===== src/uvsct_pkg.sv =====
`timescale 1ns / 1ps
// ----------------------------------------------------------------------------
// uvsct_pkg
// shared types, constants and the quarter-wave sine generator of the
// uv sphere cell tessellator
// ----------------------------------------------------------------------------
package uvsct_pkg;

  localparam int unsigned MaxDivisionsDef  = 64;
  localparam int unsigned SineTableBitsDef = 10;

  localparam int unsigned CellW   = 6;
  localparam int unsigned NRegW   = 7;
  localparam int unsigned RadiusW = 16;
  localparam int unsigned FracW   = 17;
  localparam int unsigned CoordW  = 17;
  localparam int unsigned SlotW   = 3;
  localparam int unsigned DivW    = 64;
  localparam int unsigned SqrtW   = 34;
  localparam int unsigned CfgIdxW = 2;
  localparam int unsigned InDataW  = 16;
  localparam int unsigned OutDataW = 56;

  localparam logic [CfgIdxW-1:0] REG_SUBDIV = 2'd0;
  localparam logic [CfgIdxW-1:0] REG_RADIUS = 2'd1;

  localparam logic [NRegW-1:0]   SUBDIV_RST = 7'd5;
  localparam logic [RadiusW-1:0] RADIUS_RST = 16'd256;

  localparam logic [SlotW-1:0] SLOT_FIRST = 3'd0;
  localparam logic [SlotW-1:0] SLOT_LAST  = 3'd5;

  localparam logic [63:0] HALF_PI_Q30 = 64'd1686629713;

  // per grid row: radial scale p and signed height fraction
  typedef struct packed {
    logic             ysgn;
    logic [FracW-1:0] ymag;
    logic [FracW-1:0] p16;
  } row_vals_t;

  // what the front hands to the back for one cell
  typedef struct packed {
    logic      bad;
    row_vals_t lo;
    row_vals_t hi;
  } cell_hdr_t;

  typedef struct packed {
    logic [SlotW-1:0] slot;
    logic             bad;
    logic             last;
  } vtx_tag_t;

  // slot order BL, TR, BR, BL, TL, TR: lower row (i+1) and right column (j+1)
  function automatic logic row_hi(input logic [SlotW-1:0] slot);
    logic r;
    case (slot)
      3'd0, 3'd2, 3'd3: r = 1'b1;
      default:          r = 1'b0;
    endcase
    return r;
  endfunction

  function automatic logic col_hi(input logic [SlotW-1:0] slot);
    logic r;
    case (slot)
      3'd1, 3'd2, 3'd5: r = 1'b1;
      default:          r = 1'b0;
    endcase
    return r;
  endfunction

  // quarter-wave entry m: taylor series in q30, rounded to q16
  function automatic logic [FracW-1:0] qw_entry(input int unsigned m, input int unsigned stb);
    logic [63:0]        x;
    logic [63:0]        x2;
    logic [63:0]        term;
    logic signed [63:0] sum;
    logic [63:0]        r;
    x    = (HALF_PI_Q30 * 64'(m)) >> (stb - 2);
    x2   = (x * x) >> 30;
    term = x;
    sum  = signed'(x);
    term = ((term * x2) >> 30) / 64'd6;   sum = sum - signed'(term);
    term = ((term * x2) >> 30) / 64'd20;  sum = sum + signed'(term);
    term = ((term * x2) >> 30) / 64'd42;  sum = sum - signed'(term);
    term = ((term * x2) >> 30) / 64'd72;  sum = sum + signed'(term);
    term = ((term * x2) >> 30) / 64'd110; sum = sum - signed'(term);
    term = ((term * x2) >> 30) / 64'd156; sum = sum + signed'(term);
    term = ((term * x2) >> 30) / 64'd210; sum = sum - signed'(term);
    if (sum < 0) sum = 0;
    r = (64'(sum) + 64'd8192) >> 14;
    if (r > 64'd65536) r = 64'd65536;
    return r[FracW-1:0];
  endfunction

endpackage


===== src/uvsct_table_build.sv =====
`timescale 1ns / 1ps
// ----------------------------------------------------------------------------
// uvsct_table_build
// sweeps the grid indices 0..N and fills the row and column tables with
// bit-serial division and square root
// ----------------------------------------------------------------------------
module uvsct_table_build #(
  parameter int unsigned MAX_DIVISIONS   = uvsct_pkg::MaxDivisionsDef,
  parameter int unsigned SINE_TABLE_BITS = uvsct_pkg::SineTableBitsDef
) (
  input  logic                                   clk_i,
  input  logic                                   rst_ni,
  input  logic                                   start_i,
  input  logic [$clog2(MAX_DIVISIONS+1)-1:0]     n_i,
  output logic                                   busy_o,
  output logic                                   we_o,
  output logic [$clog2(MAX_DIVISIONS+1)-1:0]     waddr_o,
  output uvsct_pkg::row_vals_t                   row_o,
  output logic [SINE_TABLE_BITS-1:0]             k_o
);
  import uvsct_pkg::*;

  localparam int unsigned NW = $clog2(MAX_DIVISIONS + 1);
  localparam int unsigned PW = 2 * NW;

  localparam logic [2:0] ST_IDLE  = 3'd0;
  localparam logic [2:0] ST_DIVP  = 3'd1;
  localparam logic [2:0] ST_SQRT  = 3'd2;
  localparam logic [2:0] ST_DIVY  = 3'd3;
  localparam logic [2:0] ST_DIVK  = 3'd4;
  localparam logic [2:0] ST_WRITE = 3'd5;

  localparam logic [5:0] DIV_LAST  = 6'(DivW - 1);
  localparam logic [5:0] SQRT_LAST = 6'(SqrtW / 2 - 1);

  logic [2:0]       state_q, state_d;
  logic [NW-1:0]    t_q, t_d;
  logic [5:0]       cnt_q, cnt_d;
  logic [DivW-1:0]  dvd_q, dvd_d;
  logic [PW-1:0]    rem_q, rem_d;
  logic [PW-1:0]    dsr_q, dsr_d;
  logic [SqrtW-1:0] rad_q, rad_d;
  logic [19:0]      srem_q, srem_d;
  logic [FracW-1:0] root_q, root_d;
  logic [FracW-1:0] p_q, p_d;
  logic [FracW-1:0] y_q, y_d;
  logic             ysgn_q, ysgn_d;

  logic [PW:0]      rem_sh;
  logic             div_ge;
  logic [19:0]      srem_sh;
  logic [19:0]      trial;
  logic             sq_ge;
  logic [PW-1:0]    n_sq;
  logic [NW:0]      two_t;
  logic [NW:0]      dmag;

  // p numerator 4*t*(N-t) for the index about to be processed
  function automatic logic [PW-1:0] num_p_next(input logic [NW-1:0] t,
                                               input logic [NW-1:0] n);
    logic [PW-1:0] r;
    r = PW'(PW'(t) * PW'(n - t)) << 2;
    return r;
  endfunction

  always_comb begin
    rem_sh  = {rem_q, dvd_q[DivW-1]};
    div_ge  = rem_sh >= {1'b0, dsr_q};
    srem_sh = {srem_q[17:0], rad_q[SqrtW-1 -: 2]};
    trial   = {1'b0, root_q, 2'b01};
    sq_ge   = srem_sh >= trial;
    n_sq    = PW'(n_i) * PW'(n_i);
    two_t   = {t_q, 1'b0};
    dmag    = ({1'b0, n_i} >= two_t) ? ({1'b0, n_i} - two_t) : (two_t - {1'b0, n_i});
  end

  always_comb begin
    state_d = state_q;
    t_d     = t_q;
    cnt_d   = cnt_q;
    dvd_d   = dvd_q;
    rem_d   = rem_q;
    dsr_d   = dsr_q;
    rad_d   = rad_q;
    srem_d  = srem_q;
    root_d  = root_q;
    p_d     = p_q;
    y_d     = y_q;
    ysgn_d  = ysgn_q;
    case (state_q)
      ST_DIVP, ST_DIVY, ST_DIVK: begin
        rem_d = div_ge ? PW'(rem_sh - {1'b0, dsr_q}) : PW'(rem_sh);
        dvd_d = {dvd_q[DivW-2:0], div_ge};
        cnt_d = cnt_q + 6'd1;
        if (cnt_q == DIV_LAST) begin
          cnt_d = '0;
          rem_d = '0;
          if (state_q == ST_DIVP) begin
            rad_d   = dvd_d[SqrtW-1:0];
            srem_d  = '0;
            root_d  = '0;
            state_d = ST_SQRT;
          end else if (state_q == ST_DIVY) begin
            y_d     = dvd_d[FracW-1:0];
            dvd_d   = (DivW'(t_q) << SINE_TABLE_BITS) + DivW'(n_i >> 1);
            dsr_d   = PW'(n_i);
            state_d = ST_DIVK;
          end else begin
            state_d = ST_WRITE;
          end
        end
      end
      ST_SQRT: begin
        srem_d = sq_ge ? (srem_sh - trial) : srem_sh;
        root_d = {root_q[FracW-2:0], sq_ge};
        rad_d  = rad_q << 2;
        cnt_d  = cnt_q + 6'd1;
        if (cnt_q == SQRT_LAST) begin
          cnt_d   = '0;
          p_d     = root_d;
          dvd_d   = DivW'(dmag) << 16;
          dsr_d   = PW'(n_i);
          ysgn_d  = two_t > {1'b0, n_i};
          state_d = ST_DIVY;
        end
      end
      ST_WRITE: begin
        if (t_q == n_i) begin
          state_d = ST_IDLE;
        end else begin
          t_d     = t_q + NW'(1);
          state_d = ST_DIVP;
        end
      end
      default: begin
        state_d = ST_IDLE;
      end
    endcase
    // the entry setup for the p division of each next index sits here; a
    // start sets up its own below
    if (state_d == ST_DIVP && state_q != ST_DIVP) begin
      dvd_d = DivW'(num_p_next(t_d, n_i)) << 32;
      dsr_d = n_sq;
      rem_d = '0;
      cnt_d = '0;
    end
    // index 0 has a zero p numerator, so the dividend starts cleared
    if (start_i) begin
      t_d     = '0;
      cnt_d   = '0;
      rem_d   = '0;
      dvd_d   = '0;
      dsr_d   = n_sq;
      state_d = (n_i == '0) ? ST_IDLE : ST_DIVP;
    end
  end

  always_ff @(posedge clk_i or negedge rst_ni) begin
    if (!rst_ni) begin
      state_q <= ST_IDLE;
      t_q     <= '0;
      cnt_q   <= '0;
    end else begin
      state_q <= state_d;
      t_q     <= t_d;
      cnt_q   <= cnt_d;
    end
  end

  always_ff @(posedge clk_i) begin
    dvd_q  <= dvd_d;
    dsr_q  <= dsr_d;
    rem_q  <= rem_d;
    rad_q  <= rad_d;
    srem_q <= srem_d;
    root_q <= root_d;
    p_q    <= p_d;
    y_q    <= y_d;
    ysgn_q <= ysgn_d;
  end

  assign busy_o     = start_i || (state_q != ST_IDLE);
  assign we_o       = (state_q == ST_WRITE);
  assign waddr_o    = t_q;
  assign row_o.ysgn = ysgn_q;
  assign row_o.ymag = y_q;
  assign row_o.p16  = p_q;
  assign k_o        = dvd_q[SINE_TABLE_BITS-1:0];

endmodule


===== config.mk =====
export PLATFORM = sky130hd
export DESIGN_NAME = uvsct_table_build
export DESIGN_NICKNAME = d
export VERILOG_FILES = /design/src/uvsct_pkg.sv /design/src/uvsct_table_build.sv
export SDC_FILE = /design/constraint.sdc
export NUM_CORES = 1
export LEC_CHECK = 0
export BUFFER_PORTS_ARGS = -buffer_cell sky130_fd_sc_hd__buf_2
export CAP_MARGIN = 15
export CORE_MARGIN = 2
export CORE_UTILIZATION = 54
export DETAILED_ROUTE_END_ITERATION = 8
export PLACE_DENSITY = 0.74
export SETUP_SLACK_MARGIN = 0.3
export SYNTH_ARGS = -nofsm -noshare
export SYNTH_HDL_FRONTEND = slang
export SYNTH_SLANG_ARGS = --single-unit

===== constraint.sdc =====
create_clock -name clk_i -period 6.71 [get_ports clk_i]
set_clock_uncertainty 0.05 [all_clocks]
set_input_delay 1.0065 -clock clk_i [delete_from_list [all_inputs] [get_ports clk_i]]
set_output_delay 1.0065 -clock clk_i [all_outputs]
set_load 0.01 [all_outputs]

==> results.txt, run 1 <==
outcome: completed
CP max FO: 5
final worst slack: 0.302 ns
Worst slew margin: 28.0%
simple-gate share of the synthesized area: 15.6%
syn_nets: 1585
I/O pin total: 64
Crit. End Element: flop
Synth Area in Compound Gates: 12.9%
VDD IR-drop max: 163 uV
Initial DRC Count: 678
FFs w/ async S/R, synth: 7.55%
Via density: 5.52
synthesized area: 13400 sq um
hold buffers post-CTS: 0
total track usage: 22.4%
period utilization: 95.5%
synth unique cells: 72
CP arrival: 6.80 ns
Overall Power: 3.51 mW
post-route ant nets: 0
largest net degree at the start of global routing: 73
CTS Root Cell: clkbuf_16
CTS Buffer Depth: 3
vias in the first global route: 9921
CTS H-tree depth: 1
Setup Crit Path Kind: input pin to flop
maximum clock rate: 0.156 GHz
drt pass-1 iters: 5
largest family of logic cells by synthesized area: adder cells
Die X: 162 microns
grt total ovfl: 0
worst r2r src: waddr_o[6]$_DFF_PN0_
Warnings, synthesis: 0
Hold Vio Cnt, Final: 0
area share of xor/xnor cells in the synthesized design: 4.78%
pre-CTS setup slack: -0.383 ns
hold crit path type: input pin to async pin
# port buffers: 63
TritonCTS Buffers: 23
final design utilization: 63.8%
Synth area leaders: edfxtp_1, dfxtp_1, ha_1
Tmin final: 6.41 ns
antenna diode count: 0
DR WL/cell: 15.5 microns
largest area contributor in the netlist: edfxtp_1
die span in y: 162 microns
RSZ-0062 raised after global routing: true
core area: 24400 sq um
Die Footprint: 26100 sq um
Yosys top cell area share: 26.4%
CP startpoint kind: input pin
syn_area_per_cell: 9.45 sq um
mux cell area share after synthesis: 2.52%
leakage: 6.85 nW
most frequent cell after synthesis: nor2_1
Final Setup Violations: 0
post-synthesis sequential area ratio: 41.0%
Worst R2R Path Depth: 27
Num Clock Sinks: 212
hold slack final: 0.365 ns
CTS clock-pin slew for the worst setup and hold paths: 0.06 ns
top_reg_cell synth: edfxtp_1
first-pass GRT wire length: 48.7 mm
synth cell count leaders: nor2_1, nand2_1, inv_1
drc violations: 0
final WL: 28.8 mm
fin. max-slew vios: 0
post-DP HPWL: 20.5 mm
Clk Latency, worst-skew pair: 0.52 ns
adder-cell share of the synthesized area: 17.1%
layout cell share with drive strength beyond 1: 15.9%
Via Count: 10300
Std-Cell Rows: 57
initial antenna violation count: 0
Slew @ Worst Pin: 1.08 ns
Syn Inst Count: 1421
PwrDens: 226 nW/um^2
register-to-register setup slack: 0.42 ns
initial core utilization: 55.1%
Final #Nets: 1681
GPL Wtd Cong: 0.885
area grow syn2layout: 15.8%
Setup TNS: 0 ns
Max Cap Viol: 0
required time worst endpoint: 7.10 ns
CTS tree: yes
R2R Path End: dvd_q[45]$_SDFFE_PP0P_
Post-synth EDFFs: 118
Synth Register Bits: 212
[cells by family after synthesis]
logic type,after synthesis
xor gates and xnor gates,70
buffers and inverters,196
muxes,33
and+or+nand+nor,492
DFF,212
adders and majority gates,154
AOI/OAI and AO/OA,264
[final cells by class]
class	instances	area, sq um
fillers	2009	8840
well taps	324	405
clock buffers	30	612
repair buffers	135	911
flip-flops and latches	212	5510
clock inverters	12	135
multi-input cells	1013	7490
inverters	132	495
[critical path, stage by stage]
cell      delay, ns
buf_6          0.11
xnor2_4        0.17
nand4_4        0.12
o21ai_4        0.28
buf_12         0.15
xnor2_4        0.12
inv_2          0.06
ha_4           0.17
fa_2           0.37
nor2b_2        0.15
o31ai_2        0.09
a21oi_2        0.19
xnor2_2        0.13
or2_4          0.27
fa_1           0.45
fa_1           0.50
inv_1          0.05
fa_1           0.47
inv_1          0.05
fa_1           0.49
inv_2          0.05
ha_4           0.21
nor2b_4        0.12
o21a_1         0.22
o41ai_2        0.23
xnor2_1        0.16
xnor3_1        0.25
a211oi_2       0.18
[power by group]
group / switching, mW / internal, mW / total [mW]
logic: 0.431 / 0.366 / 0.797
registers: 0.0379 / 1.43 / 1.47
clock network: 0.521 / 0.729 / 1.25
[cell usage in the layout (no fill, tap or decap), drive strengths merged, types with 6 or more instances in the layout]
| cell type | instances |
|---|---|
| dfrtp | 16 |
| nor2 | 198 |
| nand2 | 196 |
| a22oi | 36 |
| and3 | 8 |
| fa | 49 |
| o211ai | 8 |
| o21bai | 7 |
| mux2i | 30 |
| o21ai | 50 |
| a211oi | 7 |
| buf | 135 |
| dfxtp | 78 |
| a21o | 17 |
| clkbuf | 30 |
| inv | 132 |
| nand4 | 7 |
| nor3 | 15 |
| or3 | 6 |
| ha | 105 |
| edfxtp | 118 |
| o21a | 11 |
| xnor2 | 46 |
| nor2b | 14 |
| a21oi | 81 |
| nand2b | 8 |
| clkinv | 9 |
| xor2 | 23 |
| nand3 | 20 |
[state kept, by name, indices dropped and copies added, names as in the netlist]
| signal | flops |
|---|---|
| cnt_q | 6 |
| dsr_q | 14 |
| dvd_q | 64 |
| p_q | 17 |
| rad_q | 34 |
| rem_q | 14 |
| root_q | 17 |
| srem_q | 18 |
| state_q | 3 |
| waddr_o | 7 |
| y_q | 17 |
| ysgn_q | 1 |
[layer usage]
metal,vias to the layer above,track usage [%],part of all wire [%]
met5,-,0,0
met4,0,6.36,2.4
met3,52,2.53,4.9
met2,243,36.9,46
met1,4933,31.8,46
li1,5036,-,-
[through the flow]
step | cells | cell area (sq um)
2_1_floorplan | 1421 | 13600
3_3_place_gp | 1811 | 14500
3_5_place_dp | 1811 | 14500
4_1_cts | 1854 | 15300
5_1_grt | 1858 | 15600
6_report | 1858 | 15600
[timing repair]
item	CTS	global route
pin swaps	10	18
setup endpoints to repair	1	3
hold endpoints to repair	0	0
buffers inserted	1	3
resized for setup	5	43
[worst max-delay path by stage]
stage	end	slack (ns)	startpoint	cells past startpoint
final	dvd_q[45]$_SDFFE_PP0P_	0.30	n_i[1]	28
after global routing	dvd_q[45]$_SDFFE_PP0P_	0.07	n_i[2]	28
after CTS	dvd_q[45]$_SDFFE_PP0P_	0.30	n_i[3]	31
after detailed placement	dvd_q[45]$_SDFFE_PP0P_	-0.38	n_i[6]	26
after global placement	dvd_q[45]$_SDFFE_PP0P_	-0.26	n_i[1]	28
after floorplan	dvd_q[45]$_SDFFE_PP0P_	-0.27	n_i[1]	28
No activity file was read; power rests on OpenSTA's default activity.
==> inputs of run 2 (changes only) <==
--- a/config.mk
+++ b/config.mk
@@ -11,7 +11,9 @@
 export CORE_UTILIZATION = 54
 export DETAILED_ROUTE_END_ITERATION = 8
 export PLACE_DENSITY = 0.74
+export REMOVE_ABC_BUFFERS = 1
 export SETUP_SLACK_MARGIN = 0.3
+export SKIP_CTS_REPAIR_TIMING = 1
 export SYNTH_ARGS = -nofsm -noshare
 export SYNTH_HDL_FRONTEND = slang
 export SYNTH_SLANG_ARGS = --single-unit
==> results.txt, run 2 (synthesis gave the netlist of run 1 again) <==
outcome: completed (unchanged)
RSZ-0062 raised after global routing: true (unchanged)
initial antenna violation count: 0 (unchanged)
GPL Wtd Cong: 0.898 (was 0.885)
R2R Path End: dvd_q[45]$_SDFFE_PP0P_ (unchanged)
area grow syn2layout: 15.8% (about the same)
DR WL/cell: 16.1 microns (was 15.5 microns)
CP arrival: 6.90 ns (was 6.80 ns)
hold crit path type: input pin to async pin (unchanged)
hold slack final: 0.369 ns (was 0.365 ns)
grt total ovfl: 0 (unchanged)
drc violations: 0 (unchanged)
CP max FO: 4 (was 5)
area of the multi-input gates: 7350 sq um (was 7490 sq um)
Final Setup Violations: 0 (unchanged)
GR met3 Demand/Resource: 3.24% (was 2.53%)
drt pass-1 iters: 5 (unchanged)
final WL: 30.0 mm (was 28.8 mm)
max FFs per register: 64 (unchanged)
Worst R2R Path Depth: 25 (was 27)
fin area: 15500 sq um (was 15600 sq um)
Std-Cell Rows: 57 (unchanged)
CTS clock-pin slew for the worst setup and hold paths: 0.06 ns (about the same)
CTS Buffer Depth: 3 (unchanged)
I/O pin total: 64 (unchanged)
TritonCTS Buffers: 23 (unchanged)
post-route ant nets: 0 (unchanged)
Hold Vio Cnt, Final: 0 (unchanged)
Clk Latency, worst-skew pair: 0.53 ns (was 0.52 ns)
final design utilization: 63.7% (was 63.8%)
post-DP HPWL: 20.9 mm (was 20.5 mm)
layout cell share with drive strength beyond 1: 15.9% (about the same)
Setup Crit Path Kind: input pin to flop (unchanged)
Setup TNS: 0 ns (unchanged)
period utilization: 96.9% (was 95.5%)
Initial DRC Count: 707 (was 678)
leakage: 6.91 nW (was 6.85 nW)
Crit. End Element: flop (unchanged)
Worst slew margin: 28.4% (was 28.0%)
required time worst endpoint: 7.11 ns (was 7.10 ns)
Final #Nets: 1690 (was 1681)
total track usage: 23.0% (was 22.4%)
PwrDens: 235 nW/um^2 (was 226 nW/um^2)
Via density: 5.58 (was 5.52)
met1 Track Usage GR: 31.0% (was 31.8%)
CTS Root Cell: clkbuf_16 (unchanged)
Largest regs: dvd_q: 64 flops, rad_q: 34 flops, srem_q: 18 flops (unchanged)
Fillers: 2012 (was 2009)
Die Footprint: 26100 sq um (unchanged)
register-to-register setup slack: 0.36 ns (was 0.42 ns)
global routing's busiest layer: met2 (unchanged)
placed cell count: 1817 (was 1811)
Via Count: 10400 (was 10300)
most frequent cells in the layout: nand2_1, nor2_1, inv_1 (unchanged)
fin. max-slew vios: 0 (unchanged)
CP startpoint kind: input pin (unchanged)
post-place instance area: 14400 sq um (was 14500 sq um)
Num Clock Sinks: 212 (unchanged)
die span in y: 162 microns (unchanged)
Tmin final: 6.50 ns (was 6.41 ns)
most common cell after layout, fill and taps aside: nand2_1 (unchanged)
maximum clock rate: 0.154 GHz (was 0.156 GHz)
Slew @ Worst Pin: 1.07 ns (was 1.08 ns)
# port buffers: 63 (unchanged)
Sequential Area: 5510 sq um (unchanged)
core area: 24400 sq um (unchanged)
Reg with most FFs: dvd_q (unchanged)
initial core utilization: 55.1% (unchanged)
Die X: 162 microns (unchanged)
first-pass GRT wire length: 49.5 mm (was 48.7 mm)
CTS H-tree depth: 1 (unchanged)
VDD IR-drop max: 177 uV (was 163 uV)
Max Cap Viol: 0 (unchanged)
largest net degree at the start of global routing: 72 (was 73)
antenna diode count: 0 (unchanged)
CTS tree: yes (unchanged)
M2 GR Usage: 39.3% (was 36.9%)
vias in the first global route: 10000 (was 9921)
worst r2r src: waddr_o[1]$_DFF_PN0_ (was waddr_o[6]$_DFF_PN0_)
non-filler instance count after layout: 1867 (was 1858)
==> run 2: cell count changes in the layout (fill, tap and decap cells not counted), moves of 4 or more <==
| cell | delta |
|---|---|
| nor2_2 | -5 |
| buf_4 | +11 |
| xnor2_4 | -5 |
| buf_6 | -4 |
| xnor2_1 | +5 |
| nor2_1 | +4 |
==> run 2: area by class of cell <==
class / count / share of cell area (%)
Clock inverter: 9 / 0.918
Inverter: 132 / 3.19
Timing Repair Buffer: 144 / 6.07
Sequential cell: 212 / 35.4
Tap cell: 324 / 2.61
Multi-Input combinational cell: 1013 / 47.3
Clock buffer: 33 / 4.48
==> run 2: how the worst max path moves through the flow <==
stage,cells after the start,to,slack (ns),start
floorplan,25,dvd_q[45]$_SDFFE_PP0P_,-1.10,n_i[6]
global route,32,dvd_q[45]$_SDFFE_PP0P_,-0.03,n_i[1]
global placement,28,dvd_q[45]$_SDFFE_PP0P_,-0.61,n_i[6]
finish,26,dvd_q[45]$_SDFFE_PP0P_,0.21,n_i[6]
detailed placement,28,dvd_q[45]$_SDFFE_PP0P_,-0.75,n_i[0]
CTS,28,dvd_q[45]$_SDFFE_PP0P_,-0.23,n_i[0]
==> run 2: metal layers <==
metal	share of wire, %	routed length (microns)
met1	44	13200
met2	48	14500
met3	5.6	1670
met4	2.3	680
met5	0	0
==> run 2: power breakdown <==
group          internal (mW)  switching, mW
sequential              1.43         0.0453
combinational          0.360          0.427
clock                  0.846          0.537
==> run 2: worst max-delay path: stages <==
cell and delay [ns]:
buf_6 0.10, xnor2_2 0.15, nand4_2 0.14, o21ai_2 0.22, buf_6 0.15, nor2_1 0.06
xnor2_1 0.25, ha_1 0.31, a21boi_2 0.19, o31ai_2 0.28, nand3_1 0.13, or2_2 0.33
fa_1 0.49, fa_1 0.51, inv_2 0.04, fa_1 0.49, inv_1 0.05, fa_1 0.49
inv_2 0.05, ha_4 0.20, nor2b_4 0.12, o21a_1 0.20, o41ai_2 0.31, xnor2_1 0.17
xnor3_1 0.26, a211oi_2 0.20
==> run 2: metrics by stage <==
step	total power [mW]	worst slack (ns)
2_1_floorplan	2.09	-1.10
3_3_place_gp	2.25	-0.606
3_5_place_dp	2.27	-0.746
4_1_cts	3.65	-0.225
5_1_grt	3.83	-0.0335
6_report	3.65	0.205
